### config.mk
export PLATFORM = sky130hd
export DESIGN_NAME = gps_nav_word_parity_frame_sync_flat
export DESIGN_NICKNAME = d
export VERILOG_FILES = /design/src/rtl/core/gnw_pkg.sv /design/src/rtl/core/gnw_in_if.sv /design/src/rtl/core/gnw_out_if.sv /design/src/rtl/core/gps_nav_word_parity_frame_sync.sv /design/src/rtl/core/gnw_word_check.sv /design/src/rtl/core/gnw_frame_sync.sv /design/src/flat_wrapper.sv
export SDC_FILE = /design/constraint.sdc
export NUM_CORES = 1
export LEC_CHECK = 0
export ABC_CLOCK_PERIOD_IN_PS = 10000
export BUFFER_PORTS_ARGS = -buffer_cell sky130_fd_sc_hd__buf_4
export CORE_ASPECT_RATIO = 1.4
export CORE_MARGIN = 4
export CORE_UTILIZATION = 25
export DETAILED_ROUTE_END_ITERATION = 8
export HOLD_SLACK_MARGIN = 0.05
export PLACE_DENSITY = 0.46
export SYNTH_ARGS = -nofsm -noshare
export SYNTH_HDL_FRONTEND = slang
export SYNTH_SLANG_ARGS = --single-unit
export TNS_END_PERCENT = 5
### constraint.sdc
create_clock -name clk_i -period 10 [get_ports clk_i]
set_input_delay 2 -clock clk_i [delete_from_list [all_inputs] [get_ports clk_i]]
set_output_delay 2 -clock clk_i [all_outputs]
set_load 0.03 [all_outputs]
### src/rtl/core/gnw_pkg.sv
// ----------------------------------------------------------------------------
// GPS navigation word package
// Shared types, constants and parity helpers for the word parity and
// frame sync block.
// ----------------------------------------------------------------------------
`default_nettype none

package gnw_pkg;

  localparam int unsigned RawWidth   = 30;
  localparam int unsigned DataWidth  = 24;
  localparam int unsigned SlotWidth  = 6;
  localparam int unsigned ParWidth   = 6;
  localparam int unsigned SubWidth   = 3;
  localparam int unsigned PosWidth   = 4;

  localparam logic [SubWidth-1:0] LastSub = 3'd4;
  localparam logic [PosWidth-1:0] LastPos = 4'd9;
  localparam logic [PosWidth-1:0] PosTlm  = 4'd0;
  localparam logic [PosWidth-1:0] PosHow  = 4'd1;
  localparam logic [SlotWidth-1:0] LastSlot = 6'd49;
  localparam logic [SlotWidth-1:0] FrameWords = 6'd50;

  localparam logic [7:0] Preamble = 8'h8b;

  localparam logic [DataWidth-1:0] ParMask [ParWidth] = '{
    24'h2dea27, 24'haec7cd, 24'h5d8f9a, 24'hbb1f34, 24'h763e69, 24'hec7cd2
  };

  // Set where the parity bit is seeded from the previous D30, else from D29.
  localparam logic [ParWidth-1:0] ParUsesD30 = 6'b010110;

  typedef enum logic [1:0] {
    ST_ACCEPTED    = 2'd0,
    ST_PARITY_ERR  = 2'd1,
    ST_OUT_OF_SYNC = 2'd2
  } gnw_status_e;

  typedef struct packed {
    logic                 par_ok;
    logic                 d29;
    logic                 d30;
    logic                 preamble_ok;
    logic [SubWidth-1:0]  sub_id;
    logic [DataWidth-1:0] data;
  } gnw_check_t;

  typedef struct packed {
    gnw_status_e          status;
    logic [SlotWidth-1:0] slot;
    logic [DataWidth-1:0] data_bits;
    logic                 frame_done;
  } gnw_result_t;

  function automatic logic [ParWidth-1:0] calc_parity(
    input logic [DataWidth-1:0] data,
    input logic                 prev_d29,
    input logic                 prev_d30
  );
    logic [ParWidth-1:0] par;
    par = '0;
    for (int i = 0; i < ParWidth; i++) begin
      par[i] = (ParUsesD30[i] ? prev_d30 : prev_d29) ^ (^(data & ParMask[i]));
    end
    return par;
  endfunction

endpackage

`default_nettype wire

### src/rtl/core/gnw_in_if.sv
// ----------------------------------------------------------------------------
// Raw word channel
// Valid/ready channel that carries one raw 30-bit navigation word.
// ----------------------------------------------------------------------------
`default_nettype none

interface gnw_in_if
  import gnw_pkg::*;
();
  logic                valid;
  logic                ready;
  logic [RawWidth-1:0] raw_word;

  modport source (output valid, output raw_word, input ready);
  modport sink (input valid, input raw_word, output ready);
endinterface

`default_nettype wire

### src/rtl/core/gnw_out_if.sv
// ----------------------------------------------------------------------------
// Word result channel
// Valid/ready channel that carries the status, slot and corrected data of
// one checked word.
// ----------------------------------------------------------------------------
`default_nettype none

interface gnw_out_if
  import gnw_pkg::*;
();
  logic                 valid;
  logic                 ready;
  logic [1:0]           status;
  logic [SlotWidth-1:0] slot;
  logic [DataWidth-1:0] data_bits;
  logic                 frame_done;

  modport source (output valid, output status, output slot, output data_bits,
                  output frame_done, input ready);
  modport sink (input valid, input status, input slot, input data_bits,
                input frame_done, output ready);
endinterface

`default_nettype wire

### src/rtl/core/gps_nav_word_parity_frame_sync.sv
// ----------------------------------------------------------------------------
// GPS navigation word parity and frame sync
// Checks the parity of each navigation word and tracks subframe sync over
// the 50-word frame.
// ----------------------------------------------------------------------------
// Each accepted word produces exactly one result transaction. A word is
// captured in an input register, checked and sync-tested from that
// register, and its result is held in an output register until taken;
// one word per cycle is sustained while the output is ready, and a held
// result keeps the next word in the input register. The only loop is the
// frame position and parity history, which updates in the same cycle as the result register loads.
`default_nettype none

module gps_nav_word_parity_frame_sync
  import gnw_pkg::*;
(
  input  logic       clk_i,
  input  logic       rst_ni,
  gnw_in_if.sink     in_i,
  gnw_out_if.source  out_o
);

  logic                s1_valid_q;
  logic [RawWidth-1:0] raw_q;
  logic                out_valid_q;
  gnw_result_t         res_q;

  logic        s1_fire;
  logic        prev_d29;
  logic        prev_d30;
  gnw_check_t  check;
  gnw_result_t res_c;

  assign s1_fire    = s1_valid_q && (!out_valid_q || out_o.ready);
  assign in_i.ready = !s1_valid_q || s1_fire;

  gnw_word_check u_check (
    .raw_word_i (raw_q),
    .prev_d29_i (prev_d29),
    .prev_d30_i (prev_d30),
    .check_o    (check)
  );

  gnw_frame_sync u_sync (
    .clk_i      (clk_i),
    .rst_ni     (rst_ni),
    .fire_i     (s1_fire),
    .check_i    (check),
    .prev_d29_o (prev_d29),
    .prev_d30_o (prev_d30),
    .result_o   (res_c)
  );

  always_ff @(posedge clk_i or negedge rst_ni) begin
    if (!rst_ni) begin
      s1_valid_q  <= 1'b0;
      out_valid_q <= 1'b0;
    end else begin
      if (in_i.ready) begin
        s1_valid_q <= in_i.valid;
      end
      if (s1_fire) begin
        out_valid_q <= 1'b1;
      end else if (out_o.ready) begin
        out_valid_q <= 1'b0;
      end
    end
  end

  always_ff @(posedge clk_i) begin
    if (in_i.valid && in_i.ready) begin
      raw_q <= in_i.raw_word;
    end
    if (s1_fire) begin
      res_q <= res_c;
    end
  end

  assign out_o.valid      = out_valid_q;
  assign out_o.status     = res_q.status;
  assign out_o.slot       = res_q.slot;
  assign out_o.data_bits  = res_q.data_bits;
  assign out_o.frame_done = res_q.frame_done;

  a_done_is_last_slot : assert property (@(posedge clk_i) disable iff (!rst_ni)
    out_o.valid && out_o.frame_done |->
      (out_o.status == ST_ACCEPTED) && (out_o.slot == LastSlot))
    else $error("frame_done on a word that is not an accepted last slot");

  a_slot_in_range : assert property (@(posedge clk_i) disable iff (!rst_ni)
    out_o.valid |-> (out_o.slot < FrameWords))
    else $error("result slot beyond the frame");

  a_restart_on_fail : assert property (@(posedge clk_i) disable iff (!rst_ni)
    s1_fire && (res_c.status != ST_ACCEPTED) |=> (res_c.slot == '0))
    else $error("frame position did not restart after a failed word");

endmodule

`default_nettype wire

### src/rtl/core/gnw_word_check.sv
// ----------------------------------------------------------------------------
// Word check
// Complements the data bits by the previous D30 and checks the six
// Hamming parity bits.
// ----------------------------------------------------------------------------
`default_nettype none

module gnw_word_check
  import gnw_pkg::*;
(
  input  logic [RawWidth-1:0] raw_word_i,
  input  logic                prev_d29_i,
  input  logic                prev_d30_i,
  output gnw_check_t          check_o
);

  logic [DataWidth-1:0] data;
  logic [ParWidth-1:0]  par;

  assign data = raw_word_i[RawWidth-1:ParWidth] ^ {DataWidth{prev_d30_i}};
  assign par  = calc_parity(data, prev_d29_i, prev_d30_i);

  always_comb begin
    check_o.par_ok      = (par == raw_word_i[ParWidth-1:0]);
    check_o.d29         = raw_word_i[1];
    check_o.d30         = raw_word_i[0];
    check_o.preamble_ok = (data[DataWidth-1:DataWidth-8] == Preamble);
    check_o.sub_id      = data[4:2];
    check_o.data        = data;
  end

endmodule

`default_nettype wire

### src/rtl/core/gnw_frame_sync.sv
// ----------------------------------------------------------------------------
// Frame sync
// Holds the frame position and parity history and applies the subframe
// sync rules to each checked word.
// ----------------------------------------------------------------------------
`default_nettype none

module gnw_frame_sync
  import gnw_pkg::*;
(
  input  logic        clk_i,
  input  logic        rst_ni,
  input  logic        fire_i,
  input  gnw_check_t  check_i,
  output logic        prev_d29_o,
  output logic        prev_d30_o,
  output gnw_result_t result_o
);

  logic                 prev_d29_q, prev_d29_d;
  logic                 prev_d30_q, prev_d30_d;
  logic [SubWidth-1:0]  sub_q, sub_d;
  logic [PosWidth-1:0]  pos_q, pos_d;
  logic [DataWidth-1:0] first_tlm_q;

  logic slot_zero;
  logic tlm_match;
  logic advance;
  logic [SubWidth-1:0] sub_next;

  assign slot_zero = (sub_q == '0) && (pos_q == PosTlm);
  assign tlm_match = slot_zero || (check_i.data == first_tlm_q);
  assign sub_next  = sub_q + SubWidth'(1);

  always_comb begin
    advance = 1'b0;
    if (pos_q == PosTlm) begin
      advance = check_i.preamble_ok && tlm_match;
    end else if (pos_q == PosHow) begin
      advance = (check_i.sub_id == sub_next) && !check_i.d29 && !check_i.d30;
    end else begin
      advance = 1'b1;
    end
  end

  always_comb begin
    prev_d29_d = prev_d29_q;
    prev_d30_d = prev_d30_q;
    sub_d      = sub_q;
    pos_d      = pos_q;
    result_o.status     = ST_ACCEPTED;
    result_o.frame_done = 1'b0;
    if (!check_i.par_ok) begin
      result_o.status = ST_PARITY_ERR;
      prev_d29_d = 1'b0;
      prev_d30_d = 1'b0;
      sub_d      = '0;
      pos_d      = PosTlm;
    end else begin
      prev_d29_d = check_i.d29;
      prev_d30_d = check_i.d30;
      if (!advance) begin
        result_o.status = ST_OUT_OF_SYNC;
        sub_d = '0;
        pos_d = PosTlm;
      end else if (pos_q == LastPos) begin
        pos_d = PosTlm;
        if (sub_q == LastSub) begin
          sub_d = '0;
          result_o.frame_done = 1'b1;
        end else begin
          sub_d = sub_next;
        end
      end else begin
        pos_d = pos_q + PosWidth'(1);
      end
    end
    result_o.slot = {sub_q, 3'b000} + {2'b00, sub_q, 1'b0} + {2'b00, pos_q};
    result_o.data_bits = check_i.data;
  end

  always_ff @(posedge clk_i or negedge rst_ni) begin
    if (!rst_ni) begin
      prev_d29_q <= 1'b0;
      prev_d30_q <= 1'b0;
      sub_q      <= '0;
      pos_q      <= PosTlm;
    end else if (fire_i) begin
      prev_d29_q <= prev_d29_d;
      prev_d30_q <= prev_d30_d;
      sub_q      <= sub_d;
      pos_q      <= pos_d;
    end
  end

  always_ff @(posedge clk_i) begin
    if (fire_i && slot_zero) begin
      first_tlm_q <= check_i.data;
    end
  end

  assign prev_d29_o = prev_d29_q;
  assign prev_d30_o = prev_d30_q;

endmodule

`default_nettype wire
### src/flat_wrapper.sv
// flat-port wrapper written by rule: the top's interface ports become plain ports
module gps_nav_word_parity_frame_sync_flat import gnw_pkg::*;
  (clk_i, rst_ni, in_i_valid, in_i_raw_word, in_i_ready, out_o_valid, out_o_status, out_o_slot, out_o_data_bits, out_o_frame_done, out_o_ready);
  gnw_in_if in_i_i ();
  gnw_out_if out_o_i ();
  input  logic clk_i;
  input  logic rst_ni;
  input wire logic [$bits(in_i_i.valid)-1:0] in_i_valid;
  input wire logic [$bits(in_i_i.raw_word)-1:0] in_i_raw_word;
  output wire logic [$bits(in_i_i.ready)-1:0] in_i_ready;
  output wire logic [$bits(out_o_i.valid)-1:0] out_o_valid;
  output wire logic [$bits(out_o_i.status)-1:0] out_o_status;
  output wire logic [$bits(out_o_i.slot)-1:0] out_o_slot;
  output wire logic [$bits(out_o_i.data_bits)-1:0] out_o_data_bits;
  output wire logic [$bits(out_o_i.frame_done)-1:0] out_o_frame_done;
  input wire logic [$bits(out_o_i.ready)-1:0] out_o_ready;
  assign in_i_i.valid = in_i_valid;
  assign in_i_i.raw_word = in_i_raw_word;
  assign in_i_ready = in_i_i.ready;
  assign out_o_valid = out_o_i.valid;
  assign out_o_status = out_o_i.status;
  assign out_o_slot = out_o_i.slot;
  assign out_o_data_bits = out_o_i.data_bits;
  assign out_o_frame_done = out_o_i.frame_done;
  assign out_o_i.ready = out_o_ready;
  gps_nav_word_parity_frame_sync u_core (.clk_i(clk_i), .rst_ni(rst_ni), .in_i(in_i_i), .out_o(out_o_i));
endmodule
==> results of run 1 <==
## where the power goes
part	leakage, nW	switching, mW	internal (mW)	total (mW)
Sequential	0.983	0.0233	0.490	0.513
Clock	0.163	0.149	0.233	0.382
Combinational	1.23	0.128	0.115	0.243
## metal layers
metal  global-route usage  vias to the layer above  part of all wire
li1                     -                     1323                 -
met1                0.118                     1327              0.41
met2                0.187                       52              0.54
met3               0.0273                       11             0.033
met4               0.0425                        0             0.018
met5                    0                        -                 0
## final timing paths
kind                                           end  cells after the start  slack, ns
setup / recovery                        in_i_ready                      3       5.51
hold / removal                  u_core.out_o.valid                      1       0.52
setup reg to reg           u_core.out_o.frame_done                     11       6.28
hold reg to reg                 u_core.out_o.valid                      1       0.52
max in group asynchronous   u_core.u_sync.sub_q[1]                      1       8.35
min in group asynchronous        u_core.s1_valid_q                      1       1.48
## metrics by stage
stage / instances / total power [mW] / worst slack, ns
CTS: 655 / 1.16 / 5.51
global route: 655 / 1.18 / 5.47
global placement: 639 / 0.766 / 5.54
floorplan: 334 / 0.700 / 5.48
finish: 655 / 1.14 / 5.51
detailed placement: 639 / 0.770 / 5.51
## cell type report
class | count | area share
clock buffers | 12 | 0.0433
repair buffers | 72 | 0.0913
multi-input cells | 214 | 0.307
clock inverters | 4 | 0.0125
flip-flops and latches | 98 | 0.488
inverters | 11 | 0.00697
well taps | 244 | 0.0516
## flip-flops by register name, indices dropped and copies added (netlist names), 2 cells and up
signal and count:
u_core.u_sync.sub_q 3, u_core.raw_q 30, u_core.out_o.slot 6, u_core.out_o.data_bits 24, u_core.u_sync.first_tlm_q 24, u_core.u_sync.pos_q 4, u_core.out_o.status 2
## cells by family after synthesis
family | count (synthesis) | synth area share
flops | 98 | 0.603
compound gates | 20 | 0.0321
mux | 6 | 0.0125
xor+xnor | 100 | 0.215
fa+ha+maj | 15 | 0.0423
simple gates | 73 | 0.0757
buf+inv | 22 | 0.0191
## critical path, stage by stage
cell	delay (ns)
buf_4	0.11
nand3b_1	0.18
buf_4	0.19
## synth_stat cells, types with 3 or more instances
cell	count
nand4_1	4
clkbuf_1	8
nand3_1	8
edfxtp_1	87
nand2_1	21
mux2i_1	6
nand2b_1	4
xnor3_1	7
nor3_1	5
xor2_1	48
xor3_1	3
xnor2_1	40
o21ai_0	3
inv_1	11
nor2_1	15
dfrtp_1	11
o22ai_1	3
ha_1	13
nor4_1	5
==> impl_metrics.ini, run 1 <==
[clocking]
h-tree-depth = 3
clkTransAtPathRegs_ns = 0.07
clock_path_buffers = 2
cts_root_buffer = clkbuf_16
cts_buffers = 9
cts_hold_buffers = 0
cts_tree = built
cts_setup_buffers = 0
clock_latency_ns = 0.35
cts.sinks = 98
cts_resized = 0

[layout]
multi_input_area_sq_um = 1820
nets = 455
final_util = 0.316
area_delta_synth_final_pct = 23.6
mostFrequentLayoutCell = edfxtp_1
seqCellArea_sq_um = 2890
final_area_sq_um = 5920
antennaDiodeCount = 0
final_cell_mix = edfxtp_1, buf_4, xor2_1
drive_gt1_frac = 0.234
fillers = 1928

[sta]
hold_violations = 0
fin_crit_ns = 4.49
skew_ns = 0.00880
slew_headroom = 0.616
setup_viol = 0
setup_tns_ns = 0
worstMarginPinSlew_ns = 0.575
max_freq_ghz = 0.223
fin_crit_sh = 0.449
grt_setup_unrepaired = false
slew_viol_final = 0
hold_ws_ns = 0.521

[min_path]
hp-class = reg -> reg
min_from = u_core.s1_valid_q

[global_route]
overflow = 0
grt_usage = 0.104
antenna_found_initial = 0
grt_max_degree = 31
grt_pass1_wl_mm = 16.5
grt_pass1_vias = 2917

[critical_path]
crit_start = out_o_ready
endpoint_kind = output pin
rr_startpoint = u_core.u_sync.prev_d30_o
crit_arrival_ns = 2.49
cp.required_ns = 8.00
cp-start-kind = primary input
path_max_fanout = 3
critPathKind = in -> out

[place]
place_area_sq_um = 5590
port_buffers = 68
place_hpwl_mm = 7.94
place.gp.congestion = 0.715

[routing]
wirelength_mm = 10.8
first_pass_iters = 4
postRouteAntennaNets = 0
drt_iter0_drc = 71
routedWlPerCell_microns = 16.5
via_count = 2713
drc = 0
via_per_inst = 4.14

[yosys]
synth-seq-area-share = 0.603
synth_top_area_cell = edfxtp_1
synth_edf_count = 87
netlist.area_leader.share = 0.545
synth_seq_cells = 98
async_flop_share = 0.112
ys.flop_type = edfxtp_1
synthesis.nets = 383
synth.cell_area_sq_um = 4790
syn_area_per_cell_sq_um = 14.3
synth_area_leaders = edfxtp_1, xor2_1, xnor2_1, dfrtp_1, ha_1
synth-warning-count = 0
yosys.cell_types.count = 43
synthCells = 334

[power]
peakVddDrop_mv = 0.0943
power.density_nw_per_um2 = 192
leakagePower_nw = 2.37

[floorplan]
core_sq_um = 18800
start_util = 0.256
chipWidth_microns = 125
dieArea_sq_um = 21500
num_rows = 59
ioPinCount = 69
die_h_microns = 172

[run_status]
outcome = complete, no violations

[run]
maxCapViolCount = 0
(Power assumes the default switching activity.)
==> inputs of run 2 (changes only) <==
Settings changed: ABC_AREA set to 1, ABC_CLOCK_PERIOD_IN_PS 10000 to 3600, PLACE_DENSITY 0.46 to 0.47.
Clock period 10 ns to 3.6 ns, I/O delays scaled along.
==> run 2 against run 1 <==
Critical path depth up 17. Power rose to 3.1 times the previous value. Non-clock buffer count up 2. Sequential share of layout area down 7.8 points. Clock skew down 0.0034 ns. Final cell count up 75%. Critical path type is now reg -> reg. Critical endpoint is now u_core.u_sync.sub_q[1]. Largest power group unchanged. Highest routed layer unchanged.
==> impl_metrics.ini, run 2 <==
[run_status]
outcome = complete, no violations

[clocking]
cts_buffers = 9
clock_path_buffers = 2
cts_root_buffer = clkbuf_16
clock_latency_ns = 0.36
h-tree-depth = 3
cts_hold_buffers = 0
cts_setup_buffers = 0
cts.sinks = 98
cts_tree = built
cts_resized = 0
clkTransAtPathRegs_ns = 0.07

[place]
dp_slack_ns = 0.700
place.gp.congestion = 0.815
port_buffers = 68
place_hpwl_mm = 11.6

[floorplan]
ioPinCount = 69
core_sq_um = 23300
num_rows = 66
chipWidth_microns = 138
die_h_microns = 190
start_util = 0.255
dieArea_sq_um = 26300

[global_route]
busiest_layer = met2
overflow = 0
met1_usage = 0.139
met3_usage = 0.0204
gr-usage-met2 = 0.222
grt_max_degree = 47
antenna_found_initial = 0
grt_usage = 0.120
grt_pass1_wl_mm = 24.7
grt_pass1_vias = 4683

[run]
maxCapViolCount = 0

[layout]
fillers = 2496
final_cell_mix = nand2_1, edfxtp_1, inv_1
nets = 883
drive_gt1_frac = 0.170
mostFrequentLayoutCell = nand2_1
multi_input_area_sq_um = 2580
antennaDiodeCount = 0
seqCellArea_sq_um = 2890
area_delta_synth_final_pct = 18.9
regMostFlops = u_core.raw_q
largest_reg_flops = 30

[yosys]
synthXorXnorAreaFrac = 0.0234
ys.flop_type = edfxtp_1
synth-seq-area-share = 0.487
synth_area_leaders = edfxtp_1, nand2_1, inv_1, dfrtp_1, nand3_1
synth-warning-count = 0
synth_top_area_cell = edfxtp_1
yosysMostFrequentCell = nand2_1
synth_edf_count = 87
syn_area_per_cell_sq_um = 7.80
synth_compound_area_frac = 0.00760
synth_top_family_by_area = simple AND/OR/NAND/NOR gates
async_flop_share = 0.112
yosys.cell_types.count = 32
synthMuxAreaShare = 0
synthAdderAreaFrac = 0.0342
netlist.area_leader.share = 0.441
synth_commonest_cells = nand2_1, edfxtp_1, inv_1
synth.cell_area_sq_um = 5930
synth_seq_cells = 98
synthesis.nets = 809
synth-simple-area-share = 0.369
synthCells = 760

[critical_path]
crit_start = u_core.u_sync.prev_d30_o
r2r-end = u_core.u_sync.sub_q[1]
cp_slowest_cell = buf_4
max_stage_delay_ns = 0.44
reg2regPathDepth = 20
path_cells = buf_4 -> nand2_1 -> nand2_1 -> inv_1 -> ha_1 -> inv_1 -> nand2_1 -> nand2_2 -> nand3_1 -> nand2_1 -> inv_1 -> nand2_1 -> nand2_1 -> nand2_1 -> nand2_1 -> nor2_2 -> nand3_4 -> o21bai_2 -> nand2_1 -> nand2_1
cp.required_ns = 3.90
critPathKind = reg -> reg
path_max_fanout = 46
crit_arrival_ns = 3.19
cp-start-kind = flop
critPathCapture = u_core.u_sync.sub_q[1]
endpoint_kind = flop
r2r_slack_ns = 0.70
cp_common_cell = nand2_1
rr_startpoint = u_core.u_sync.prev_d30_o

[routing]
wirelength_mm = 15.2
via_per_inst = 4.17
routedWlPerCell_microns = 13.3
postRouteAntennaNets = 0
drt_iter0_drc = 275
via_count = 4776
first_pass_iters = 5
drc = 0

[sta]
fin_crit_sh = 0.804
slew_viol_final = 0
max_freq_ghz = 0.345
skew_ns = 0.00544
grt_setup_unrepaired = false
setup_viol = 0
fin_crit_ns = 2.90
layout_setup_ws_ns = 0.705
setup_tns_ns = 0
worstMarginPinSlew_ns = 0.633
hold_violations = 0
slew_headroom = 0.578

[min_path]
hp-class = in -> async

[power]
power.density_nw_per_um2 = 494
peakVddDrop_mv = 0.213
leakagePower_nw = 3.55
run 2: changes by cell type in the layout (fill, tap and decap cells not counted), sizes merged, moves of 4 or more:
cell / before / now
xnor2: 41 / 5
nand3: 8 / 50
nor2: 16 / 33
inv: 11 / 94
xor2: 49 / 10
nand2: 22 / 421
mux2i: 6 / 0
nand3b: 2 / 7
xnor3: 7 / 0
nand2b: 4 / 0
run 2: area by class of cell:
| class | instances | area share |
|---|---|---|
| Timing Repair Buffer | 74 | 0.0788 |
| Inverter | 93 | 0.0495 |
| Sequential cell | 98 | 0.410 |
| Clock buffer | 9 | 0.0320 |
| Multi-Input combinational cell | 558 | 0.366 |
| Clock inverter | 7 | 0.00976 |
| Tap cell | 306 | 0.0543 |
run 2: cell families after synthesis:
| logic type | Yosys count |
|---|---|
| XOR/XNOR | 15 |
| buffers and inverters | 104 |
| AND/OR/NAND/NOR | 521 |
| AO/OA/AOI/OAI | 7 |
| adder cells (fa/ha/maj) | 15 |
| flip-flops | 98 |
run 2: worst min-delay path by stage:
stage | from | end | slack (ns) | cells after the start
after floorplan | rst_ni | u_core.out_o.valid | 0.42 | 0
after global placement | u_core.out_o.valid | u_core.out_o.valid | 0.53 | 2
after detailed placement | u_core.u_sync.pos_q[0] | u_core.out_o.slot[0] | 0.53 | 0
after CTS | rst_ni | u_core.out_o.valid | 0.18 | 1
after global routing | rst_ni | u_core.s1_valid_q | 0.18 | 1
final | rst_ni | u_core.s1_valid_q | 0.19 | 1
run 2: stage by stage:
step | instances | power [mW] | util | area, sq um | hold WS [ns]
after global placement | 1129 | 2.54 | 0.290 | 6750 | 0.534
after floorplan | 760 | 2.23 | - | 5930 | 0.424
after CTS | 1145 | 3.54 | 0.303 | 7050 | 0.177
final | 1145 | 3.49 | 0.303 | 7050 | 0.188
after detailed placement | 1129 | 2.54 | 0.290 | 6750 | 0.533
after global routing | 1145 | 3.73 | 0.303 | 7050 | 0.185
run 2: worst max-delay path: cells and delay by family (launching register included):
kind / cells / cell delay, ns
AOI/OAI and AO/OA: 1 / 0.19
adders and majority gates: 1 / 0.33
buffers and inverters: 4 / 0.65
DFF: 1 / 0.36
and+or+nand+nor: 14 / 1.30
run 2: power breakdown:
part / total [mW] / switching [mW] / internal (mW)
logic: 1.04 / 0.704 / 0.337
registers: 1.46 / 0.0635 / 1.40
clock network: 0.982 / 0.445 / 0.537
total: 3.49 / 1.21 / 2.27
run 2: layer usage:
layer	wire length (microns)	part of all wire	up-vias
met1	6550	0.43	2164
met4	316	0.021	0
met2	7930	0.52	70
li1	-	-	2521
met3	425	0.028	21
met5	0	0	-
